## src/rtl/rpb_pkg.sv

```systemverilog
package rpb_pkg;

	localparam logic [3:0] CMD_MULTIPLY   = 4'd0;
	localparam logic [3:0] CMD_SUBTRACT   = 4'd1;
	localparam logic [3:0] CMD_SCREEN     = 4'd2;
	localparam logic [3:0] CMD_OVERLAY    = 4'd3;
	localparam logic [3:0] CMD_ADD_GREEN  = 4'd4;
	localparam logic [3:0] CMD_SCALE_RED  = 4'd5;
	localparam logic [3:0] CMD_REP_BLUE   = 4'd6;
	localparam logic [3:0] CMD_REP_GREEN  = 4'd7;
	localparam logic [3:0] CMD_REP_RED    = 4'd8;

	localparam logic REG_GREEN_OFFSET = 1'b0;
	localparam logic REG_RED_GAIN     = 1'b1;

	localparam logic [7:0] GREEN_OFFSET_RESET = 8'd200;
	localparam logic [7:0] RED_GAIN_RESET     = 8'd4;

	localparam logic [7:0] CH_MAX      = 8'd255;
	localparam logic [7:0] OVERLAY_MID = 8'd127;

	typedef enum logic [1:0] {
		MODE_PASS,
		MODE_DIV,
		MODE_DIV_INV,
		MODE_SAT
	} chan_mode_t;

	typedef struct packed {
		chan_mode_t mode;
		logic       dbl;
		logic [7:0] op_a;
		logic [7:0] op_b;
		logic [7:0] pass;
	} chan_req_t;

	function automatic chan_req_t pass_req(input logic [7:0] v);
		chan_req_t r;
		r.mode = MODE_PASS;
		r.dbl  = 1'b0;
		r.op_a = 8'd0;
		r.op_b = 8'd0;
		r.pass = v;
		return r;
	endfunction

	function automatic chan_req_t blend_req(input logic [3:0] cmd, input logic [7:0] a,
			input logic [7:0] b);
		chan_req_t r;
		r = pass_req(a);
		case (cmd)
			CMD_MULTIPLY: begin
				r.mode = MODE_DIV;
				r.op_a = a;
				r.op_b = b;
			end
			CMD_SUBTRACT: begin
				r.pass = (b > a) ? b - a : 8'd0;
			end
			CMD_SCREEN: begin
				r.mode = MODE_DIV_INV;
				r.op_a = CH_MAX - a;
				r.op_b = CH_MAX - b;
			end
			CMD_OVERLAY: begin
				r.dbl = 1'b1;
				if (b > OVERLAY_MID) begin
					r.mode = MODE_DIV_INV;
					r.op_a = CH_MAX - a;
					r.op_b = CH_MAX - b;
				end else begin
					r.mode = MODE_DIV;
					r.op_a = a;
					r.op_b = b;
				end
			end
			default: begin
				r.pass = a;
			end
		endcase
		return r;
	endfunction

endpackage

```

## src/rtl/rpb_channel.sv

```systemverilog
module rpb_channel (
	input  logic              clk,
	input  rpb_pkg::chan_req_t req_s1,
	output logic [7:0]        result_s4
);
	import rpb_pkg::*;

	chan_mode_t  mode_s2, mode_s3;
	logic        dbl_s2;
	logic [15:0] prod_s2;
	logic [7:0]  pass_s2, pass_s3;
	logic [16:0] z_s3;
	logic [8:0]  q0_s3;

	logic [16:0] z_d;
	logic [24:0] scaled_d;
	logic [7:0]  sat_d;
	logic [17:0] rem_d;
	logic [8:0]  q_d;

	always_ff @(posedge clk) begin
		mode_s2 <= req_s1.mode;
		dbl_s2  <= req_s1.dbl;
		prod_s2 <= {8'd0, req_s1.op_a} * {8'd0, req_s1.op_b};
		pass_s2 <= req_s1.pass;
	end

	// Rounded x/255 is floor((x+127)/255); the quotient is estimated with 257/65536.
	always_comb begin
		z_d      = (dbl_s2 ? {prod_s2, 1'b0} : {1'b0, prod_s2}) + 17'd127;
		scaled_d = {z_d, 8'd0} + {8'd0, z_d};
		sat_d    = (prod_s2 > {8'd0, CH_MAX}) ? CH_MAX : prod_s2[7:0];
	end

	always_ff @(posedge clk) begin
		mode_s3 <= mode_s2;
		z_s3    <= z_d;
		q0_s3   <= scaled_d[24:16];
		pass_s3 <= (mode_s2 == MODE_SAT) ? sat_d : pass_s2;
	end

	always_comb begin
		rem_d = {1'b0, z_s3} + {9'd0, q0_s3} - {1'b0, q0_s3, 8'd0};
		q_d   = q0_s3 + {8'd0, (rem_d >= 18'd255)};
	end

	always_ff @(posedge clk) begin
		case (mode_s3)
			MODE_DIV:     result_s4 <= q_d[7:0];
			MODE_DIV_INV: result_s4 <= CH_MAX - q_d[7:0];
			default:      result_s4 <= pass_s3;
		endcase
	end

endmodule

```

## src/rtl/rgb_pixel_blend_unit_top.sv

```systemverilog
// Blends two 8-bit BGR pixels under a command, one request per clock. A request
// is taken whenever start is high, since busy never rises; its pixel passes
// through the four register stages of operand select, 8x8 multiply, quotient
// estimate and rounding correction, and appears on out_blue, out_green and
// out_red with done high for one cycle. The receiver cannot hold results
// off, so a result must be captured in the cycle that done is high.
module rgb_pixel_blend_unit_top (
	input  logic        clk,
	input  logic        arst_n,
	input  logic        start,
	output logic        busy,
	input  logic [3:0]  command,
	input  logic [7:0]  first_blue,
	input  logic [7:0]  first_green,
	input  logic [7:0]  first_red,
	input  logic [7:0]  second_blue,
	input  logic [7:0]  second_green,
	input  logic [7:0]  second_red,
	output logic        done,
	output logic [7:0]  out_blue,
	output logic [7:0]  out_green,
	output logic [7:0]  out_red,
	input  logic        psel,
	input  logic        penable,
	input  logic        pwrite,
	input  logic [2:0]  paddr,
	input  logic [31:0] pwdata,
	output logic [31:0] prdata,
	output logic        pready
);
	import rpb_pkg::*;

	logic [7:0] green_offset_q, red_gain_q;
	logic       cfg_wr;
	logic       v_s1, v_s2, v_s3, v_s4;
	chan_req_t  req_b_d, req_g_d, req_r_d;
	chan_req_t  req_b_s1, req_g_s1, req_r_s1;
	logic [8:0] green_sum;

	assign busy   = 1'b0;
	assign pready = 1'b1;
	assign cfg_wr = psel && penable && pwrite;

	always_ff @(posedge clk or negedge arst_n) begin
		if (!arst_n) begin
			green_offset_q <= GREEN_OFFSET_RESET;
			red_gain_q     <= RED_GAIN_RESET;
		end else if (cfg_wr) begin
			unique case (paddr[2])
				REG_GREEN_OFFSET: green_offset_q <= pwdata[7:0];
				REG_RED_GAIN:     red_gain_q     <= pwdata[7:0];
				default:          ;
			endcase
		end
	end

	always_comb begin
		unique case (paddr[2])
			REG_GREEN_OFFSET: prdata = {24'd0, green_offset_q};
			REG_RED_GAIN:     prdata = {24'd0, red_gain_q};
			default:          prdata = 32'd0;
		endcase
	end

	always_comb begin
		green_sum = {1'b0, first_green} + {1'b0, green_offset_q};
		req_b_d   = blend_req(command, first_blue, second_blue);
		req_g_d   = blend_req(command, first_green, second_green);
		req_r_d   = blend_req(command, first_red, second_red);
		case (command)
			CMD_ADD_GREEN: begin
				req_b_d = pass_req(first_blue);
				req_g_d = pass_req(green_sum[8] ? CH_MAX : green_sum[7:0]);
				req_r_d = pass_req(first_red);
			end
			CMD_SCALE_RED: begin
				req_b_d      = pass_req(8'd0);
				req_g_d      = pass_req(first_green);
				req_r_d      = pass_req(8'd0);
				req_r_d.mode = MODE_SAT;
				req_r_d.op_a = first_red;
				req_r_d.op_b = red_gain_q;
			end
			CMD_REP_BLUE: begin
				req_b_d = pass_req(first_blue);
				req_g_d = pass_req(first_blue);
				req_r_d = pass_req(first_blue);
			end
			CMD_REP_GREEN: begin
				req_b_d = pass_req(first_green);
				req_g_d = pass_req(first_green);
				req_r_d = pass_req(first_green);
			end
			CMD_REP_RED: begin
				req_b_d = pass_req(first_red);
				req_g_d = pass_req(first_red);
				req_r_d = pass_req(first_red);
			end
			default: ;
		endcase
	end

	always_ff @(posedge clk) begin
		req_b_s1 <= req_b_d;
		req_g_s1 <= req_g_d;
		req_r_s1 <= req_r_d;
	end

	always_ff @(posedge clk or negedge arst_n) begin
		if (!arst_n) begin
			v_s1 <= 1'b0;
			v_s2 <= 1'b0;
			v_s3 <= 1'b0;
			v_s4 <= 1'b0;
		end else begin
			v_s1 <= start && !busy;
			v_s2 <= v_s1;
			v_s3 <= v_s2;
			v_s4 <= v_s3;
		end
	end

	assign done = v_s4;

	rpb_channel u_blue (
		.clk       (clk),
		.req_s1    (req_b_s1),
		.result_s4 (out_blue)
	);

	rpb_channel u_green (
		.clk       (clk),
		.req_s1    (req_g_s1),
		.result_s4 (out_green)
	);

	rpb_channel u_red (
		.clk       (clk),
		.req_s1    (req_r_s1),
		.result_s4 (out_red)
	);

	a_latency: assert property (@(posedge clk) disable iff (!arst_n)
		(start && !busy) |-> ##4 done)
		else $error("request did not complete after four cycles");

	a_scale_red_blue: assert property (@(posedge clk) disable iff (!arst_n)
		(done && $past(command, 4) == CMD_SCALE_RED) |-> (out_blue == 8'd0))
		else $error("scale red did not clear blue");

	a_rep_green: assert property (@(posedge clk) disable iff (!arst_n)
		(done && $past(command, 4) == CMD_REP_GREEN) |->
		(out_blue == out_green && out_green == out_red))
		else $error("replicate green gave unequal channels");

	a_mult_zero: assert property (@(posedge clk) disable iff (!arst_n)
		(done && $past(command, 4) == CMD_MULTIPLY && $past(first_blue, 4) == 8'd0) |->
		(out_blue == 8'd0))
		else $error("multiply by zero gave a nonzero blue");

endmodule
```

## config.mk

```make
export PLATFORM = sky130hd
export DESIGN_NAME = rgb_pixel_blend_unit_top
export DESIGN_NICKNAME = d
export VERILOG_FILES = /design/src/rtl/rpb_pkg.sv /design/src/rtl/rpb_channel.sv /design/src/rtl/rgb_pixel_blend_unit_top.sv
export SDC_FILE = /design/constraint.sdc
export NUM_CORES = 1
export LEC_CHECK = 0
export CAP_MARGIN = 20
export CELL_PAD_IN_SITES_DETAIL_PLACEMENT = 2
export CELL_PAD_IN_SITES_GLOBAL_PLACEMENT = 2
export CORE_ASPECT_RATIO = 2
export CORE_UTILIZATION = 40
export CTS_CLUSTER_DIAMETER = 100
export CTS_CLUSTER_SIZE = 40
export DETAILED_ROUTE_END_ITERATION = 8
export DONT_BUFFER_PORTS = 1
export GPL_TIMING_DRIVEN = 0
export PLACE_DENSITY = 0.87
export SETUP_SLACK_MARGIN = 0.2
export SYNTH_ARGS = -nofsm -noshare
export SYNTH_HDL_FRONTEND = slang
export SYNTH_SLANG_ARGS = --single-unit
```

## constraint.sdc

```tcl
create_clock -name clk -period 13.99 [get_ports clk]
set_input_delay 1.399 -clock clk [delete_from_list [all_inputs] [get_ports clk]]
set_output_delay 1.399 -clock clk [all_outputs]
set_load 0.01 [all_outputs]
```

## Yosys cells after proc, flatten, opt, wreduce, memory -nomap -nowiden

Cells that the tools add are included.

| word-level totals | value |
|---|---|
| output and inout port bits | 59 |
| input port bits | 93 |
| logic and storage cells | 153 |
| register bits | 314 |

| cells by class | value |
|---|---|
| reductions and logical operators | 8 |
| equality and inequality tests | 17 |
| bitwise operators | 1 |
| multiply operators | 3 |
| $add $sub $neg | 28 |
| order comparisons | 12 |
| muxes and demuxes | 36 |

Operators by type and width:

| cell | count |
|---|---|
| $pmux 27 s4 | 3 |
| $pmux 16 s3 | 3 |
| $mux 8 | 13 |
| $add 25x17->25 | 3 |
| $sub 8x8->8 const A | 9 |
| $pmux 32 s2 | 1 |
| $add 17x9->18 | 3 |
| $ge 18x8->1 const B | 3 |
| $sub 18x17->18 | 3 |
| $add 17x7->17 const B | 3 |
| $mux 17 | 3 |
| $gt 16x8->1 const B | 3 |
| $mul 8x8->16 | 3 |
| $mux 16 | 3 |
| $pmux 8 s2 | 3 |
| $add 8x1->8 | 3 |
| $gt 8x7->1 const B | 3 |
| $gt 8x8->1 | 3 |
| $sub 8x8->8 | 3 |
| $pmux 2 s3 | 3 |
| $eq 4x3->1 const B | 4 |
| $eq 2x2->1 const B | 6 |
| $add 8x8->9 | 1 |
| $eq 4x2->1 const B | 2 |
| other kinds (10) | 18 |

## Longest topological paths before layout

| depth | value |
|---|---|
| depth after elaboration | 6 |
| gate-level depth with buffers | 20 |
| mapped depth without buffers | 19 |

## Cells and area by module

From an unflattened synthesis, not the netlist that was laid out.

| second synthesis, totals | value |
|---|---|
| cells, all modules | 2695 |
| area total of the unflattened synthesis | 24289.5 µm² |

Modules (own cells, without submodules):

| module | times used | area each (µm²) | cells each | seq. area each (µm²) |
|---|---|---|---|---|
| rpb_channel (u_blue) | 1 | 6216.0 | 702 | 1421.4 |
| rpb_channel (u_green) | 1 | 6178.4 | 672 | 1421.4 |
| rpb_channel (u_red) | 1 | 6058.3 | 679 | 1421.4 |
| rgb_pixel_blend_unit_top | 1 | 5836.8 | 642 | 2127.0 |

## Worst setup path before layout

Ideal clock, no wire load.

| path | value |
|---|---|
| path kind | register to register |
| start point | register u_red.dbl_s2 |
| end point | register u_red.q0_s3[7] |
| path slack | 9.276 ns |
| arrival time | 4.576 ns |
| data required time | 13.853 ns |
| period minus slack after synthesis | 4.714 ns |
| cell stages (with the launch flop) | 20 |
| setup time | 0.137 ns |
| path buffers | 3 |
| path through | dfxtp_1 clkbuf_1 clkbuf_1 buf_1 mux2i_1 ha_1 or3b_1 o31ai_1 a2111oi_2 and3_1 a21oi_1 ha_1 and4_1 nand2_1 or2_2 a21oi_1 or3_1 nor2b_4 and3_1 xor2_1 |

| on the way | value |
|---|---|
| cells in the longest elaborated chain, start to end | 3 |

RTL lines:

| element | RTL line | source |
|---|---|---|
| start: declaration | rpb_channel.sv:9 | `logic dbl_s2;` |
| start signal: assignment | rpb_channel.sv:23 | `dbl_s2 <= req_s1.dbl;` |
| $mux 17 | rpb_channel.sv:30 | `z_d = (dbl_s2 ? {prod_s2, 1'b0} : {1'b0, prod_s2}) + 17'd127;` |
| $add 17x7->17 | rpb_channel.sv:30 |  |
| via u_red.z_d[14] | rpb_channel.sv:15 | `logic [16:0] z_d;` |
| $add 25x17->25 | rpb_channel.sv:31 | `scaled_d = {z_d, 8'd0} + {8'd0, z_d};` |
| via u_red.scaled_d[23] | rpb_channel.sv:16 | `logic [24:0] scaled_d;` |
| end signal: assignment | rpb_channel.sv:38 | `q0_s3 <= scaled_d[24:16];` |
| end: declaration | rpb_channel.sv:13 | `logic [8:0] q0_s3;` |

The timed path passes the listed nets, and every way through them passes these cells.
A chain may end at the register's enable or synchronous reset.

## Final worst setup path

Same ends and word-level chain as after synthesis.

==> metrics.md <==
| Metric | Value |
|---|---|
| RSZ-0062 raised after global routing | false |
| Mapped Avg Cell Area | 8.89 µm² |
| Setup Fix Bufs, Post-CTS | 0 |
| Core Region | 58,200 µm² |
| Vias in the first global route | 23,500 |
| Pin count of the biggest net entering global routing | 41 |
| CTS resizes | 0 |
| Clock Skew | 0.0273 ns |
| Row count | 125 |
| First-pass GRT wire length | 132 mm |
| Worst hold slack | 0.329 ns |
| Cts hold-fix bufs | 0 |
| Gpl congestion | 0.888 |
| Via count | 19,700 |
| Post-synth ARST share | 6.37% |
| Clock slew at reported path FFs | 0.15 ns |
| R2R Setup Slk | 7.86 ns |
| Final TNS setup | 0 ns |
| Max-slew violations | 0 |
| Clock Sinks | 314 |
| Worst r2r src | u_red.dbl_s2 |
| Die Span X | 174 µm |
| Synth warn | 0 |
| Max Cap Viol | 0 |
| Leakage | 11.8 nW |
| TritonCTS buffer count | 12 |
| CP peak stage delay | 0.53 ns |
| Num ports | 152 |
| Starting Density | 40.5% |
| Final net count | 3,175 |
| Synth area leaders | dfxtp_1, ha_1, fa_1, inv_1, xnor2_1 |
| Worst path slowest cell | dfxtp_1 |
| Grt ovf | 0 |
| Vert. Die Dim | 345 µm |
| Peak VDD IR | 0.0932 mV |
| CTS Root Cell | clkbuf_16 |
| Post-synth EDFFs | 0 |
| DRT iter0 DRCs | 746 |
| Number of I/O port buffers | 0 |
| Area occupied by multi-input gates | 15,600 µm² |
| Post-DP HPWL | 68.9 mm |
| R2r worst-path depth | 20 |
| DR DRC count | 0 |
| Critical path data arrival time | 6.62 ns |
| Drt wl/cell | 24.3 µm |
| CP Class | reg2reg |
| Reg area | 6390 µm² |
| Die area | 60,000 µm² |
| Status | complete, no violations |
| Vias per cell | 5.71 |
| Relative slew slack | 19.9% |
| Cell area after synthesis | 23,600 µm² |
| Proportion of layout cells with a drive suffix above 1 | 5.16% |
| Reg2reg end | u_red.q0_s3[7] |
| Achievable Freq | 163 MHz |
| Critical path endpoint category | flop |
| GRT Total Usage | 28.3% |
| Pre-antenna DRT Iters | 5 |
| Setup violations, final | 0 |
| Antenna diodes | 0 |
| CTS tree | built |
| Worst skew pair latency | 0.56 ns |
| Hold Crit Depth | 0 |
| Post-Route WL | 84.1 mm |
| Longest Clk Path Bufs | 3 |
| Hold path startpoint | req_g_s1[24] |
| Share of the synthesized area in the top cell type | 25.0% |
| Sequential-to-total area share from yosys stat | 27.1% |
| # H-tree levels | 1 |
| Dominant synthesized flop cell | dfxtp_1 |
| Number of synthesized register bits | 314 |
| Post-route ant nets | 0 |
| Final min period | 6.13 ns |
| Initial antenna violation count | 0 |
| Worst-margin pin slew | 1.20 ns |
| Final hold vios | 0 |
| Startpoint Class | flop |
| Period utilization | 43.8% |
| Largest area contributor in the netlist | dfxtp_1 |
| Cell count after synthesis | 2,652 |
| PwrDens | 92.7 nW/µm² |
| CP Data Required Time | 14.47 ns |
| Cell variety after synth | 95 |
| Path category of the worst min-delay check | reg2reg |
| Worst-path maximum fanout | 10 |
| Critical-path cell list | clkbuf_1, clkbuf_1, buf_1, mux2i_1, ha_1, or3b_1, o31ai_1, a2111oi_2, a221o_1, o21ai_0, a21oi_1, ha_1, and4_1, nand2_1, or2_2, a21oi_1, or3_1, nor2b_4, and3_1, xor2_1 |
| Area Overhead vs Synth | 6.16% |
| Hold Crit Endpoint | u_green.dbl_s2 |
| # fillers | 6,468 |
==> layout by cell type (no fill, tap or decap), drive strengths merged, types with 19 or more instances in the layout <==
master | synthesis | routed
nand3 | 50 | 50
mux2i | 47 | 47
conb | 2 | 26
nor2b | 29 | 29
a21o | 40 | 40
buf | 46 | 47
ha | 276 | 276
inv | 326 | 328
and3 | 19 | 19
o22a | 24 | 24
xnor2 | 132 | 132
dfxtp | 294 | 294
fa | 115 | 115
a31oi | 28 | 28
a21oi | 112 | 112
mux2 | 42 | 42
and2 | 105 | 105
nand2 | 246 | 246
nor2 | 126 | 126
o21ai | 118 | 118
nor3 | 47 | 47
xor2 | 47 | 47
nand4 | 26 | 26
nand2b | 37 | 37
clkbuf | 42 | 55
==> sequential cells by signal, summed over array words and instances (netlist names), 9 cells and up <==
name / flops
u_green.q0_s3: 9
u_green.z_s3: 17
req_r_s1: 27
u_blue.q0_s3: 9
u_red.z_s3: 17
req_b_s1: 27
u_red.q0_s3: 9
req_g_s1: 27
u_green.prod_s2: 16
u_red.prod_s2: 16
u_blue.z_s3: 17
u_blue.prod_s2: 16
==> per-layer routing <==
metal  GRT usage [%]  up-vias  routed length, µm
li1                -     9072                  -
met1            23.8     9852              26100
met2            58.8      517              48700
met3            4.05      290               3100
met4            18.9        0               6190
met5               0        -                  0
==> worst max-delay path, delay by kind of cell (launching register included) <==
kind	cells	cell delay [ns]
buffers and inverters	3	1.41
multiplexers	1	0.26
AND/OR/NAND/NOR	7	1.76
AO/OA/AOI/OAI	6	1.36
XOR/XNOR	1	0.15
adder cells (fa/ha/maj)	2	0.60
flip-flops	1	0.53
==> report_power, final <==
| group | switching, W | internal, W |
|---|---|---|
| Combinational | 0.000446 | 0.000317 |
| Sequential | 0.0000722 | 0.000974 |
| Clock | 0.000314 | 0.000197 |
| Total | 0.000832 | 0.00149 |
==> synthesized netlist by cell type (11+ instances only) <==
cell	number
a211oi_1	12
a21boi_0	11
a21o_1	40
a21oi_1	112
a221oi_1	14
a31oi_1	27
and2_1	103
and3_1	18
buf_4	28
clkbuf_1	42
dfrtp_1	16
dfxtp_1	294
fa_1	115
ha_1	276
inv_1	326
mux2_2	42
mux2i_1	47
nand2_1	246
nand2b_1	37
nand3_1	49
nand4_1	24
nor2_1	126
nor2b_1	28
nor3_1	47
nor4_1	15
o211ai_1	18
o21ai_0	116
o21bai_1	12
o22a_1	23
or3_1	17
xnor2_1	132
xor2_1	46
==> cell type report <==
class                   instances  share of cell area (%)
clock inverters                 5                   0.315
inverters                     327                    4.90
flip-flops and latches        314                    25.5
multi-input cells            1947                    62.3
clock buffers                  13                    1.30
well taps                     762                    3.81
plain buffers                  88                    1.85
repair buffers                  1                  0.0200
==> per-stage QoR <==
step           instances  area, µm²  setup WS [ns]  utilization [%]  power (W)
6_report            3457      25000           7.86             43.0    0.00232
5_1_grt             3457      25000           7.51             43.0    0.00244
4_1_cts             3456      25000           7.78             43.0    0.00234
3_5_place_dp        3438      24600           7.85             42.3    0.00182
3_3_place_gp        3438      24600           8.20             42.3    0.00175
2_1_floorplan       2676      23700           9.28                -    0.00158
==> worst max-delay path by stage <==
stage | startpoint | end | slack [ns] | cells after the start
3_3_place_gp | u_blue.dbl_s2 | u_blue.q0_s3[8] | 8.20 | 20
4_1_cts | u_blue.dbl_s2 | u_blue.q0_s3[8] | 7.78 | 20
2_1_floorplan | u_red.dbl_s2 | u_red.q0_s3[7] | 9.28 | 19
3_5_place_dp | u_blue.dbl_s2 | u_blue.q0_s3[8] | 7.85 | 20
6_report | u_red.dbl_s2 | u_red.q0_s3[7] | 7.86 | 20
5_1_grt | u_red.dbl_s2 | u_red.q0_s3[8] | 7.51 | 19
==> kinds of logic (layout without fill, tap and decap cells) <==
logic type      Yosys count  after routing  synth area share (%)
simple gates            757            757                  16.3
compound gates          505            505                  14.3
buf+inv                 415            434                  7.17
fa+ha+maj               391            391                  24.4
flops                   314            314                  27.1
xor+xnor                179            179                  6.68
mux                      89             89                  4.00
other cells               2             26                0.0319
(Power assumes the default switching activity.)
